<file path="config.mk">
export PLATFORM = sky130hd
export DESIGN_NAME = stack_queue_bytecode_engine
export DESIGN_NICKNAME = d
export VERILOG_FILES = /design/src/rtl/sqbe_pkg.sv /design/src/rtl/sqbe_ram.sv /design/src/rtl/sqbe_div.sv /design/src/rtl/stack_queue_bytecode_engine.sv
export SDC_FILE = /design/constraint.sdc
export NUM_CORES = 2
export LEC_CHECK = 0
export ABC_AREA = 1
export BUFFER_PORTS_ARGS = -buffer_cell sky130_fd_sc_hd__buf_2
export CELL_PAD_IN_SITES_DETAIL_PLACEMENT = 2
export CELL_PAD_IN_SITES_GLOBAL_PLACEMENT = 2
export CORE_MARGIN = 1.5
export CORE_UTILIZATION = 45
export DETAILED_ROUTE_END_ITERATION = 7
export PLACE_DENSITY_LB_ADDON = 0.1
export SYNTH_ARGS = -nofsm -noshare
export SYNTH_HDL_FRONTEND = slang
export SYNTH_SLANG_ARGS = --single-unit
</file>
<file path="constraint.sdc">
create_clock -name clk -period 11.1 [get_ports clk]
set_input_delay 0 -clock clk [delete_from_list [all_inputs] [get_ports clk]]
set_output_delay 0 -clock clk [all_outputs]
set_load 0.01 [all_outputs]
</file>
<file path="src/rtl/sqbe_pkg.sv">
`timescale 1ns / 1ps
package sqbe_pkg;

	localparam int DEPTH = 32;
	localparam int AW = $clog2(DEPTH);
	localparam int CW = $clog2(DEPTH + 1);
	localparam logic [31:0] CHAR_MAX_CODE = 32'd127;

	typedef enum logic [4:0] {
		ACT_PUSH = 5'd0, ACT_PALL = 5'd1, ACT_PINT = 5'd2, ACT_POP = 5'd3,
		ACT_SWAP = 5'd4, ACT_ADD = 5'd5, ACT_NOP = 5'd6, ACT_SUB = 5'd7,
		ACT_DIV = 5'd8, ACT_MUL = 5'd9, ACT_MOD = 5'd10, ACT_PCHAR = 5'd11,
		ACT_PSTR = 5'd12, ACT_ROTL = 5'd13, ACT_ROTR = 5'd14,
		ACT_STACK = 5'd15, ACT_QUEUE = 5'd16
	} action_t;

	typedef enum logic [2:0] {
		ST_OK = 3'd0, ST_EMPTY = 3'd1, ST_SHORT = 3'd2, ST_DIVZ = 3'd3,
		ST_CHAR = 3'd4, ST_FULL = 3'd5
	} status_t;

	typedef enum logic [1:0] {
		K_ACK = 2'd0, K_INT = 2'd1, K_CHAR = 2'd2, K_EOL = 2'd3
	} kind_t;

	typedef enum logic [3:0] {
		S_IDLE, S_RDA, S_RDB, S_WAITB, S_EXEC, S_DIV, S_WRITE, S_WALK, S_WALKD,
		S_EMIT
	} state_t;

	// Control between sequencer and divider.
	typedef struct packed {
		logic start;
		logic is_mod;
	} div_ctl_t;

endpackage

</file>
<file path="src/rtl/sqbe_ram.sv">
`timescale 1ns / 1ps
module sqbe_ram #(
	parameter int WIDTH = 32,
	parameter int DEPTH_W = 32
) (
	input  logic                       clk,
	input  logic                       we,
	input  logic [$clog2(DEPTH_W)-1:0] waddr,
	input  logic [WIDTH-1:0]           wdata,
	input  logic [$clog2(DEPTH_W)-1:0] raddr,
	output logic [WIDTH-1:0]           rdata
);
	logic [WIDTH-1:0] mem [DEPTH_W];

	// One write port and one registered read port.
	always_ff @(posedge clk) begin
		if (we) begin
			mem[waddr] <= wdata;
		end
		rdata <= mem[raddr];
	end
endmodule

</file>
<file path="src/rtl/sqbe_div.sv">
`timescale 1ns / 1ps
module sqbe_div import sqbe_pkg::*; (
	input  logic        clk,
	input  logic        arst_n,
	input  div_ctl_t    ctl,
	input  logic [31:0] dividend,
	input  logic [31:0] divisor,
	output logic        done,
	output logic [31:0] result
);
	logic [31:0] rem_q, quo_q, dvs_q;
	logic [5:0]  cnt_q;
	logic        busy_q, nq_q, nr_q, mod_q;
	logic [32:0] trial;
	logic [31:0] rem_sh;

	// One restoring step per cycle on magnitudes.
	assign rem_sh = {rem_q[30:0], quo_q[31]};
	assign trial = {1'b0, rem_sh} - {1'b0, dvs_q};

	always_ff @(posedge clk or negedge arst_n) begin
		if (!arst_n) begin
			busy_q <= 1'b0;
			cnt_q <= '0;
			done <= 1'b0;
		end else begin
			done <= 1'b0;
			if (ctl.start) begin
				busy_q <= 1'b1;
				cnt_q <= 6'd32;
			end else if (busy_q) begin
				cnt_q <= cnt_q - 6'd1;
				if (cnt_q == 6'd1) begin
					busy_q <= 1'b0;
					done <= 1'b1;
				end
			end
		end
	end

	always_ff @(posedge clk) begin
		if (ctl.start) begin
			rem_q <= '0;
			quo_q <= dividend[31] ? -dividend : dividend;
			dvs_q <= divisor[31] ? -divisor : divisor;
			nq_q <= dividend[31] ^ divisor[31];
			nr_q <= dividend[31];
			mod_q <= ctl.is_mod;
		end else if (busy_q) begin
			if (!trial[32]) begin
				rem_q <= trial[31:0];
				quo_q <= {quo_q[30:0], 1'b1};
			end else begin
				rem_q <= rem_sh;
				quo_q <= {quo_q[30:0], 1'b0};
			end
		end
	end

	// Sign fixup; wraps for the minimum value over minus one.
	always_comb begin
		if (mod_q) begin
			result = nr_q ? -rem_q : rem_q;
		end else begin
			result = nq_q ? -quo_q : quo_q;
		end
	end
endmodule

</file>
<file path="src/rtl/stack_queue_bytecode_engine.sv">
`timescale 1ns / 1ps
// Stack/queue bytecode engine: each input beat carries one instruction that
// works on a deque of up to 32 signed 32-bit entries kept in a ring RAM. One
// instruction at a time is executed; s_tready is high only in the idle state,
// which is reached once the last result beat of the previous instruction has
// been loaded into the output register. Div and mod run in the shared 32-step
// restoring divider, and pall/pstr read each entry walked in turn (S_WALK,
// then S_WALKD), since each entry is read through the one RAM read port.
// Results leave through one output register, with m_tlast on the final beat
// of each instruction; a stalled output holds the sequencer in place.
module stack_queue_bytecode_engine import sqbe_pkg::*; (
	input  logic        clk,
	input  logic        arst_n,
	input  logic        s_tvalid,
	output logic        s_tready,
	input  logic [39:0] s_tdata,  // [4:0] action, [36:5] operand, zero fill
	output logic        m_tvalid,
	input  logic        m_tready,
	output logic [39:0] m_tdata,  // [2:0] status, [4:3] kind, [36:5] value
	output logic        m_tlast
);
	state_t state_q, state_d;
	logic [4:0]    act_q;
	logic [31:0]   opd_q, a_q, b_q, r_q;
	logic [AW-1:0] head_q;
	logic [CW-1:0] idx_q;
	logic [CW-1:0] cnt_q;
	logic          qmode_q;
	logic [2:0]    ost_q;
	logic [1:0]    okind_q;
	logic [31:0]   oval_q;
	logic          olast_q, ov_q;

	logic          we;
	logic [AW-1:0] waddr, raddr;
	logic [31:0]   wdata, rdata;
	div_ctl_t      dctl;
	logic          ddone;
	logic [31:0]   dres;
	logic          out_free;

	sqbe_ram #(.WIDTH(32), .DEPTH_W(DEPTH)) u_ram (
		.clk, .we, .waddr, .wdata, .raddr, .rdata
	);
	sqbe_div u_div (
		.clk, .arst_n, .ctl(dctl), .dividend(b_q), .divisor(a_q),
		.done(ddone), .result(dres)
	);

	logic [AW-1:0] head_p1, head_m1, tail;
	assign head_p1 = head_q + AW'(1);
	assign head_m1 = head_q - AW'(1);
	assign tail = head_q + cnt_q[AW-1:0];
	assign out_free = !ov_q || m_tready;
	assign s_tready = (state_q == S_IDLE);
	assign m_tvalid = ov_q;
	assign m_tdata = {3'b000, oval_q, okind_q, ost_q};
	assign m_tlast = olast_q;

	logic fetch_ok, walk_more, walk_char;
	assign fetch_ok = s_tvalid && s_tready;
	assign walk_more = idx_q < cnt_q;
	assign walk_char = !rdata[31] && rdata != 32'd0 && rdata <= CHAR_MAX_CODE;

	// Next state.
	always_comb begin
		state_d = state_q;
		case (state_q)
			S_IDLE: if (fetch_ok) state_d = S_RDA;
			S_RDA: begin
				case (act_q)
					ACT_PINT, ACT_PCHAR, ACT_SWAP, ACT_ADD, ACT_SUB, ACT_MUL,
					ACT_DIV, ACT_MOD, ACT_ROTL, ACT_ROTR: state_d = S_RDB;
					ACT_PALL, ACT_PSTR: state_d = S_WALK;
					default: state_d = S_EMIT;
				endcase
			end
			S_RDB: state_d = S_WAITB;
			S_WAITB: state_d = S_EXEC;
			S_EXEC: state_d = S_WRITE;
			S_DIV: if (ddone) state_d = S_WRITE;
			S_WRITE: state_d = S_EMIT;
			S_WALK: state_d = S_WALKD;
			S_WALKD: state_d = S_EMIT;
			S_EMIT: if (out_free) state_d = S_IDLE;
			default: state_d = S_IDLE;
		endcase
		if (state_q == S_EXEC && (act_q == ACT_DIV || act_q == ACT_MOD)
		    && cnt_q >= CW'(2) && a_q != 32'd0) begin
			state_d = S_DIV;
		end
		if (state_q == S_WALKD && walk_more && out_free
		    && (act_q == ACT_PALL || walk_char)) begin
			state_d = S_WALK;
		end
		if (state_q == S_WALKD && !out_free) state_d = S_WALKD;
	end

	// RAM addresses, write port and divider start.
	always_comb begin
		raddr = head_q;
		case (state_q)
			S_RDA: raddr = head_q;
			S_RDB: raddr = (act_q == ACT_ROTR) ? tail - AW'(1) : head_p1;
			// The walk address is held while waiting so the read data stays valid.
			S_WALK, S_WALKD: raddr = head_q + idx_q[AW-1:0];
			default: raddr = head_q;
		endcase
		dctl.start = (state_q == S_EXEC) && (state_d == S_DIV);
		dctl.is_mod = (act_q == ACT_MOD);
		we = 1'b0;
		waddr = head_p1;
		wdata = r_q;
		if (state_q == S_RDA && act_q == ACT_PUSH && {1'b0, cnt_q} < (CW + 1)'(DEPTH)) begin
			we = 1'b1;
			waddr = qmode_q ? tail : head_m1;
			wdata = opd_q;
		end
		if (state_q == S_WRITE && cnt_q >= CW'(2)) begin
			case (act_q)
				ACT_SWAP: begin we = 1'b1; waddr = head_q; wdata = b_q; end
				ACT_ADD, ACT_SUB, ACT_MUL: we = 1'b1;
				ACT_DIV, ACT_MOD: we = (a_q != 32'd0);
				ACT_ROTL: begin we = 1'b1; waddr = tail; wdata = a_q; end
				ACT_ROTR: begin we = 1'b1; waddr = head_m1; wdata = b_q; end
				default: we = 1'b0;
			endcase
		end
		if (state_q == S_EMIT && act_q == ACT_SWAP && cnt_q >= CW'(2)) begin
			we = 1'b1;
			waddr = head_p1;
			wdata = a_q;
		end
	end

	// Control registers.
	always_ff @(posedge clk or negedge arst_n) begin
		if (!arst_n) begin
			state_q <= S_IDLE;
			head_q <= '0;
			cnt_q <= '0;
			qmode_q <= 1'b0;
			ov_q <= 1'b0;
			idx_q <= '0;
		end else begin
			state_q <= state_d;
			if (m_tready) ov_q <= 1'b0;
			if (state_q == S_IDLE) idx_q <= '0;
			case (state_q)
				S_RDA: begin
					if (act_q == ACT_PUSH && {1'b0, cnt_q} < (CW + 1)'(DEPTH)) begin
						cnt_q <= cnt_q + CW'(1);
						if (!qmode_q) head_q <= head_m1;
					end
					if (act_q == ACT_POP && cnt_q != '0) begin
						cnt_q <= cnt_q - CW'(1);
						head_q <= head_p1;
					end
					if (act_q == ACT_STACK) qmode_q <= 1'b0;
					if (act_q == ACT_QUEUE) qmode_q <= 1'b1;
				end
				S_WRITE: begin
					if (cnt_q >= CW'(2)) begin
						case (act_q)
							ACT_ADD, ACT_SUB, ACT_MUL: begin
								head_q <= head_p1;
								cnt_q <= cnt_q - CW'(1);
							end
							ACT_DIV, ACT_MOD: if (a_q != 32'd0) begin
								head_q <= head_p1;
								cnt_q <= cnt_q - CW'(1);
							end
							ACT_ROTL: head_q <= head_p1;
							ACT_ROTR: head_q <= head_m1;
							default: ;
						endcase
					end
				end
				S_WALKD: if (out_free) begin
					if (walk_more && (act_q == ACT_PALL || walk_char)) begin
						ov_q <= 1'b1;
						idx_q <= idx_q + CW'(1);
					end
				end
				S_EMIT: if (out_free) begin
					ov_q <= !(act_q == ACT_PALL && idx_q != '0);
				end
				default: ;
			endcase
		end
	end

	// Payload registers and the result held for the output beat.
	logic [2:0]  est;
	logic [1:0]  ekind;
	logic [31:0] eval;
	always_comb begin
		est = ST_OK; ekind = K_ACK; eval = '0;
		case (act_q)
			ACT_PUSH: if (r_q[0]) est = ST_FULL;
			ACT_PINT, ACT_POP: if (r_q[1]) est = ST_EMPTY;
				else if (act_q == ACT_PINT) begin ekind = K_INT; eval = a_q; end
			ACT_PCHAR: if (r_q[1]) est = ST_EMPTY;
				else if (a_q[31] || a_q > CHAR_MAX_CODE) est = ST_CHAR;
				else begin ekind = K_CHAR; eval = a_q; end
			ACT_SWAP, ACT_ADD, ACT_SUB, ACT_MUL: if (r_q[2]) est = ST_SHORT;
			ACT_DIV, ACT_MOD: if (r_q[2]) est = ST_SHORT;
				else if (r_q[3]) est = ST_DIVZ;
			ACT_PSTR: ekind = K_EOL;
			default: ;
		endcase
	end

	always_ff @(posedge clk) begin
		if (fetch_ok) begin
			act_q <= s_tdata[4:0];
			opd_q <= s_tdata[36:5];
			r_q <= '0;
		end
		// Error flags are captured in r_q before any state change.
		if (state_q == S_RDA && (act_q == ACT_PUSH || act_q == ACT_POP)) begin
			r_q <= {28'd0, 1'b0, 1'b0, cnt_q == '0, {1'b0, cnt_q} >= (CW + 1)'(DEPTH)};
		end
		if (state_q == S_RDB) a_q <= rdata;
		if (state_q == S_WAITB) b_q <= rdata;
		if (state_q == S_EXEC) begin
			case (act_q)
				ACT_ADD: r_q <= b_q + a_q;
				ACT_SUB: r_q <= b_q - a_q;
				ACT_MUL: r_q <= b_q * a_q;
				ACT_PINT, ACT_PCHAR: r_q <= {30'd0, cnt_q == '0, 1'b0};
				default: r_q <= {28'd0, a_q == 32'd0, cnt_q < CW'(2), 2'b00};
			endcase
		end
		if (state_q == S_DIV && ddone) r_q <= dres;
		if (state_q == S_WRITE && act_q != ACT_ADD && act_q != ACT_SUB
		    && act_q != ACT_MUL && act_q != ACT_DIV && act_q != ACT_MOD) begin
			r_q <= r_q;
		end
		if (state_q == S_WRITE && (act_q == ACT_ADD || act_q == ACT_SUB
		    || act_q == ACT_MUL || ((act_q == ACT_DIV || act_q == ACT_MOD)))) begin
			r_q <= {28'd0, a_q == 32'd0, cnt_q < CW'(2), 2'b00};
		end
		if (state_q == S_WALKD && out_free && walk_more
		    && (act_q == ACT_PALL || walk_char)) begin
			ost_q <= ST_OK;
			okind_q <= (act_q == ACT_PALL) ? K_INT : K_CHAR;
			oval_q <= rdata;
			olast_q <= (act_q == ACT_PALL) && (idx_q + CW'(1) == cnt_q);
		end
		if (state_q == S_EMIT && out_free) begin
			ost_q <= est;
			okind_q <= ekind;
			oval_q <= eval;
			olast_q <= 1'b1;
		end
	end
endmodule

</file>
Yosys cells after proc, flatten, opt, wreduce, memory -nomap -nowiden --
Memory sizes are Yosys's and may differ from the RTL's. A register that Yosys moved wholly into a read port is not among the register bits. Index checks and enable logic that the tools add are counted.
Storage, ports and cells: flip-flop bits (word level) 301, bits in writable memories 1024, memory bits (read-only) 64, input bits 44, output and inout port bits 43, logic and storage cells 266, memories kept 2
Cells by class: add/subtract/negate cells 16, multiply operators 1, $lt $le $gt $ge 7, equality and inequality tests 39, mux-type cells 99, bitwise operators 2, reductions and logical operators 74
Memories:
- u_ram.mem | words 32, bits a word 32, read ports 1, clocked after Yosys merged registers in 1, write ports 1, line sqbe_ram.sv:13 | logic [WIDTH-1:0] mem [DEPTH_W];
- (no name shown) | words 16, bits a word 4, read ports 1, clocked after Yosys merged registers in 1, write ports 0, line stack_queue_bytecode_engine.sv:71 | case (act_q)
Operator list (number):
- $mux W32 | 20
- $neg A32 Y32 | 4
- $pmux W32 S2 | 2
- $pmux W32 S4 | 1
- $reduce_bool A32 Y1 | 2
- $mux W6 | 10
- $mux W5 | 10
- $eq A5 B4 Y1 const B | 8
- $mux W4 | 10
- $pmux W4 S9 | 1
- $logic_and A1 B1 Y1 | 33
- $sub A32 B32 Y33 | 1
- $add A32 B32 Y32 | 1
- $gt A32 B7 Y1 const B | 1
- $le A32 B7 Y1 const B | 1
- $logic_not A32 Y1 | 1
- $mul A32 B32 Y32 | 1
- $sub A32 B32 Y32 | 1
- $mux W31 | 1
- $pmux W5 S3 | 2
- $pmux W6 S2 | 2
- $mux W1 | 21
- $eq A4 B3 Y1 const B | 5
- $pmux W5 S2 | 2
- 49 further kinds | 97

Logic depth before layout (Yosys ltp) --
word-level depth 11, depth in mapped cells 37, depth with buffers taken out 35

Modules after synthesis --
Synthesis repeated with hierarchy kept, for this count alone.
Unflattened totals: cells, all modules 9364, area total of the unflattened synthesis 83541.4 um^2
Modules (own cells, without submodules):
- sqbe_ram | instances 1, cells an instance 3536, area an instance 42405.7 um^2, seq. area each 31390.1 um^2
- stack_queue_bytecode_engine | instances 1, cells an instance 4042, area an instance 30334.1 um^2, seq. area each 5480.3 um^2
- sqbe_div | instances 1, cells an instance 1786, area an instance 10801.6 um^2, seq. area each 2852.7 um^2

Least setup slack after synthesis --
No wires, ideal clock.
path type register to register, from register a_q[6], to register r_q[27], arrival 6.690 ns, data required time 10.981 ns, slack 4.291 ns, stages on the path, launching flop included 31, path buffers 2, cell sequence edfxtp_1 > clkbuf_1 > clkbuf_1 > nand2_1 > inv_1 > fa_1 > fa_1 > fa_1 > inv_1 > fa_1 > inv_1 > fa_1 > inv_1 > fa_1 > inv_1 > fa_1 > fa_1 > ha_1 > a21o_1 > a21o_1 > a21oi_1 > nand3_1 > nand2_1 > nand3_1 > nand2_1 > nand2_1 > or2_2 > nand3_1 > nand2_1 > nand2_1 > a21oi_1
On the way: word-level cells in the longest chain between the ends 4, elaborated cells on any way between the ends 6
Ends and longest elaborated chain:
- start, declared | line stack_queue_bytecode_engine.sv:24 | logic [31:0] opd_q, a_q, b_q, r_q;
- start signal, assigned | line stack_queue_bytecode_engine.sv:224 | if (state_q == S_RDB) a_q <= rdata;
- $mul A32 B32 Y32 (tied with other cells) | line stack_queue_bytecode_engine.sv:230 | ACT_MUL: r_q <= b_q * a_q;
- $pmux W32 S4 * | line stack_queue_bytecode_engine.sv:227 | case (act_q)
- $mux W32 * | line stack_queue_bytecode_engine.sv:226 | if (state_q == S_EXEC) begin
- $mux W32 * | line stack_queue_bytecode_engine.sv:235 | if (state_q == S_DIV && ddone) r_q <= dres;
- end signal, assigned | line stack_queue_bytecode_engine.sv:228 | ACT_ADD: r_q <= b_q + a_q;
- end signal, assigned | line stack_queue_bytecode_engine.sv:230
- end signal, assigned | line stack_queue_bytecode_engine.sv:235
- end, declared | line stack_queue_bytecode_engine.sv:24
Mark *: on every way between the ends. The rest lies on a longest branch, timed or not. A chain may end at the register's enable or synchronous reset.

Worst setup path after layout --
from register b_q[12], to register r_q[28]
On the way: word-level cells in the longest chain between the ends 4, elaborated cells on any way between the ends 6
Ends and longest elaborated chain:
- start, declared | line stack_queue_bytecode_engine.sv:24
- start signal, assigned | line stack_queue_bytecode_engine.sv:225 | if (state_q == S_WAITB) b_q <= rdata;
- $mul A32 B32 Y32 (tied with other cells) | line stack_queue_bytecode_engine.sv:230
- $pmux W32 S4 * | line stack_queue_bytecode_engine.sv:227
- $mux W32 * | line stack_queue_bytecode_engine.sv:226
- $mux W32 * | line stack_queue_bytecode_engine.sv:235
Marks and branches as above.

==> results.sh <==
export IMPL_r2r_slack_ps=2930
export IMPL_synth_compound_area_share_pct=10.8
export IMPL_synthesis_area_um2=82700
export IMPL_port_buffers=80
export IMPL_cts_sinks=1361
export IMPL_drtIter0Drc=6236
export IMPL_nets=9816
export IMPL_drc_errors=0
export IMPL_syn_avg_cell_area_um2=9.08
export IMPL_cts_buffers=153
export IMPL_routed_wl_mm=372
export IMPL_die_w_um=432
export IMPL_ctsLongestPathBuffers=3
export IMPL_cp_slowest_cell="edfxtp_1"
export IMPL_yosys_area_share_simple_pct=16.1
export IMPL_htree_num_levels=4
export IMPL_synth_async_sr_flop_share_pct=2.28
export IMPL_synth_edff_count=1231
export IMPL_worstHoldPathType="input port to async pin"
export IMPL_dp_worst_setup_slack_ps=3090
export IMPL_required_ps=11890
export IMPL_wl_per_cell_um=31.9
export IMPL_gp_congestion=0.973
export IMPL_criticalPathCategory="register to register"
export IMPL_grt_setup_unrepaired="false"
export IMPL_violations="capacitance limit"
export IMPL_cp_start_kind="register"
export IMPL_fin_ws_ps=2930
export IMPL_n_fill_cell=19100
export IMPL_dpl_hpwl_mm=233
export IMPL_path_clk_slew_ps=100
export IMPL_final_max_slew_viol_count=0
export IMPL_synth_top_family_by_area="simple AND/OR/NAND/NOR gates"
export IMPL_synthMuxAreaShare_pct=0
export IMPL_grt_max_degree=223
export IMPL_yosysUniqueCellTypes=61
export IMPL_outcome="complete, but fails checks"
export IMPL_slowest_delay_ps=1030
export IMPL_synthXorXnorAreaFrac_pct=1.24
export IMPL_drive_above_1_share_pct=6.31
export IMPL_tns_ps=0
export IMPL_endpoint_kind="register"
export IMPL_insertion_delay_ps=890
export IMPL_avgViaCountPerCell=6.03
export IMPL_num_vias=70300
export IMPL_start_util_pct=45.2
export IMPL_cts_tree="yes"
export IMPL_hold_viol_final=0
export IMPL_grt_pass1_wl_mm=541
export IMPL_grt_usage_pct=39.9
export IMPL_cp_max_fo=12
export IMPL_synth_seq_cells=1361
export IMPL_worstMarginPinSlew_ps=1470
export IMPL_die_h_um=432
export IMPL_grt_pass1_vias=78400
export IMPL_root_buffer="clkbuf_16"
export IMPL_core_area_um2=183000
export IMPL_ant_nets=0
export IMPL_ff2ff_path_depth=30
export IMPL_drt_pass1_iterations=7
export IMPL_synth_ff_type="edfxtp_1"
export IMPL_yosysWarningCount=0
export IMPL_synth_fa_ha_area_share_pct=13.3
export IMPL_dieArea_um2=186000
export IMPL_post_cts_resized=0
export IMPL_post_cts_setup_buffers=0
export IMPL_maxSlewHeadroom_pct=0.877
export IMPL_ys_seq_area_share_pct=48.1
export IMPL_synth_cells=9105
export IMPL_grt_overflow=0
export IMPL_ios=87
export IMPL_finClkSkew_ps=63.5
export IMPL_layout_area_overhead_vs_synth_pct=10.8
export IMPL_post_route_period_util_pct=73.6
export IMPL_maxCapViolCount=1
export IMPL_finalSetupViolations=0
export IMPL_post_route_min_period_ps=8170
export IMPL_crit_arrival_ps=8960
export IMPL_antenna_found_initial=26
export IMPL_rows=157
export IMPL_clock_fmax_ghz=0.122
-- final timing paths --
kind,startpoint,end
max reg2reg,b_q[12],r_q[28]
min in group clk,s_tdata[2],register
max in group asynchronous,arst_n,idx_q[3]
min,arst_n,cnt_q[5]
max,b_q[12],r_q[28]
min reg2reg,u_ram.rdata[18],a_q[18]
-- cell usage after synthesis, types with 29 or more instances --
library cell / n / area, um2
nand2_1: 1926 / 7230
o22ai_1: 56 / 350
nor3_1: 75 / 375
clkbuf_1: 229 / 860
ha_1: 220 / 2750
nand3_1: 383 / 1920
buf_1: 52 / 195
buf_2: 149 / 746
nand4_1: 53 / 332
dfxtp_1: 99 / 1980
a21oi_1: 319 / 1600
o211ai_1: 321 / 2410
o21ai_0: 520 / 2600
edfxtp_1: 1231 / 37000
nor2_1: 772 / 2900
xor2_1: 93 / 815
a21o_1: 113 / 848
fa_1: 412 / 8250
dfrtp_1: 31 / 776
o21ai_1: 29 / 145
inv_1: 1747 / 6560
-- stage by stage --
step / utilization (%) / hold slack [ps] / std cells / cell area, um2
floorplan: - / -296 / 9107 / 82700
global placement: 47.0 / 154 / 11300 / 85800
detailed placement: 47.0 / 177 / 11300 / 85800
CTS: 50.1 / 202 / 11700 / 91500
global route: 50.1 / 258 / 11700 / 91500
finish: 50.1 / 239 / 11700 / 91600
-- cell usage in the layout, fill, tap and decap left out, types with 27 or more instances in the layout --
| cell type | Yosys | routed |
|---|---|---|
| nand2_1 | 1926 | 1924 |
| inv_1 | 1747 | 1746 |
| edfxtp_1 | 1231 | 1231 |
| nor2_1 | 772 | 736 |
| o21ai_0 | 520 | 506 |
| fa_1 | 412 | 412 |
| nand3_1 | 383 | 383 |
| o211ai_1 | 321 | 321 |
| a21oi_1 | 319 | 318 |
| ha_1 | 220 | 220 |
| buf_4 | 24 | 166 |
| clkbuf_16 | 0 | 154 |
| a21o_1 | 113 | 113 |
| dfxtp_1 | 99 | 99 |
| xor2_1 | 93 | 93 |
| buf_2 | 149 | 80 |
| dlygate4sd3_1 | 0 | 79 |
| nor3_1 | 75 | 72 |
| o22ai_1 | 56 | 56 |
| nand4_1 | 53 | 53 |
| clkinv_1 | 4 | 33 |
| nor2_4 | 1 | 33 |
| clkbuf_1 | 229 | 33 |
| dfrtp_1 | 31 | 31 |
| o21ai_1 | 29 | 29 |
| clkinv_2 | 0 | 27 |
-- layer usage --
layer / routed length, um / up-vias / track usage, %
li1: - / 29600 / -
met1: 134000 / 36300 / 45.0
met2: 185000 / 3221 / 68.9
met3: 23700 / 1300 / 6.76
met4: 28700 / 16 / 27.3
met5: 100 / - / 0
-- cell families (layout without fill, tap and decap cells) --
| group | count (synthesis) | after routing |
|---|---|---|
| compound gates | 1482 | 1482 |
| xor+xnor | 117 | 117 |
| fa+ha+maj | 632 | 632 |
| buf+inv | 2223 | 2382 |
| flops | 1361 | 1361 |
| other cells | 1 | 13 |
| simple gates | 3289 | 3289 |
-- sequential cells by signal, indices dropped and copies added (netlist names), 32 cells and up, named ones only --
signal,cells
r_q,32
u_ram.rdata,32
u_div.rem_q,32
opd_q,32
u_div.quo_q,32
a_q,32
b_q,32
u_div.dvs_q,32
u_ram.mem,1024
oval_q,32
-- cell type report --
| class | count | area (um2) | share of cell area (%) |
|---|---|---|---|
| Antenna cell | 10 | 25.0 | 0.0273 |
| Clock buffer | 192 | 4050 | 4.42 |
| Clock inverter | 89 | 887 | 0.969 |
| Inverter | 1769 | 6640 | 7.25 |
| Multi-Input combinational cell | 5523 | 34700 | 37.9 |
| Sequential cell | 1361 | 39700 | 43.4 |
| Tap cell | 2385 | 2980 | 3.26 |
| Timing Repair Buffer | 332 | 2580 | 2.82 |
-- worst max-delay path: cells and delay by family (launching register included) --
kind            cells  cell delay [ps]
simple gates       13             1790
buf+inv             7              790
compound gates      1              160
fa+ha+maj           9             4270
flops               1             1030
-- what timing repair did --
item | in CTS | in global routing
setup endpoints to repair | 0 | 0
hold buffers | 80 | 0
endpoints found under the hold margin | 75 | 0
Power is left out: the tool's default activity adds up to more than one toggle a clock period on the data nets, which glitch-free logic cannot reach.
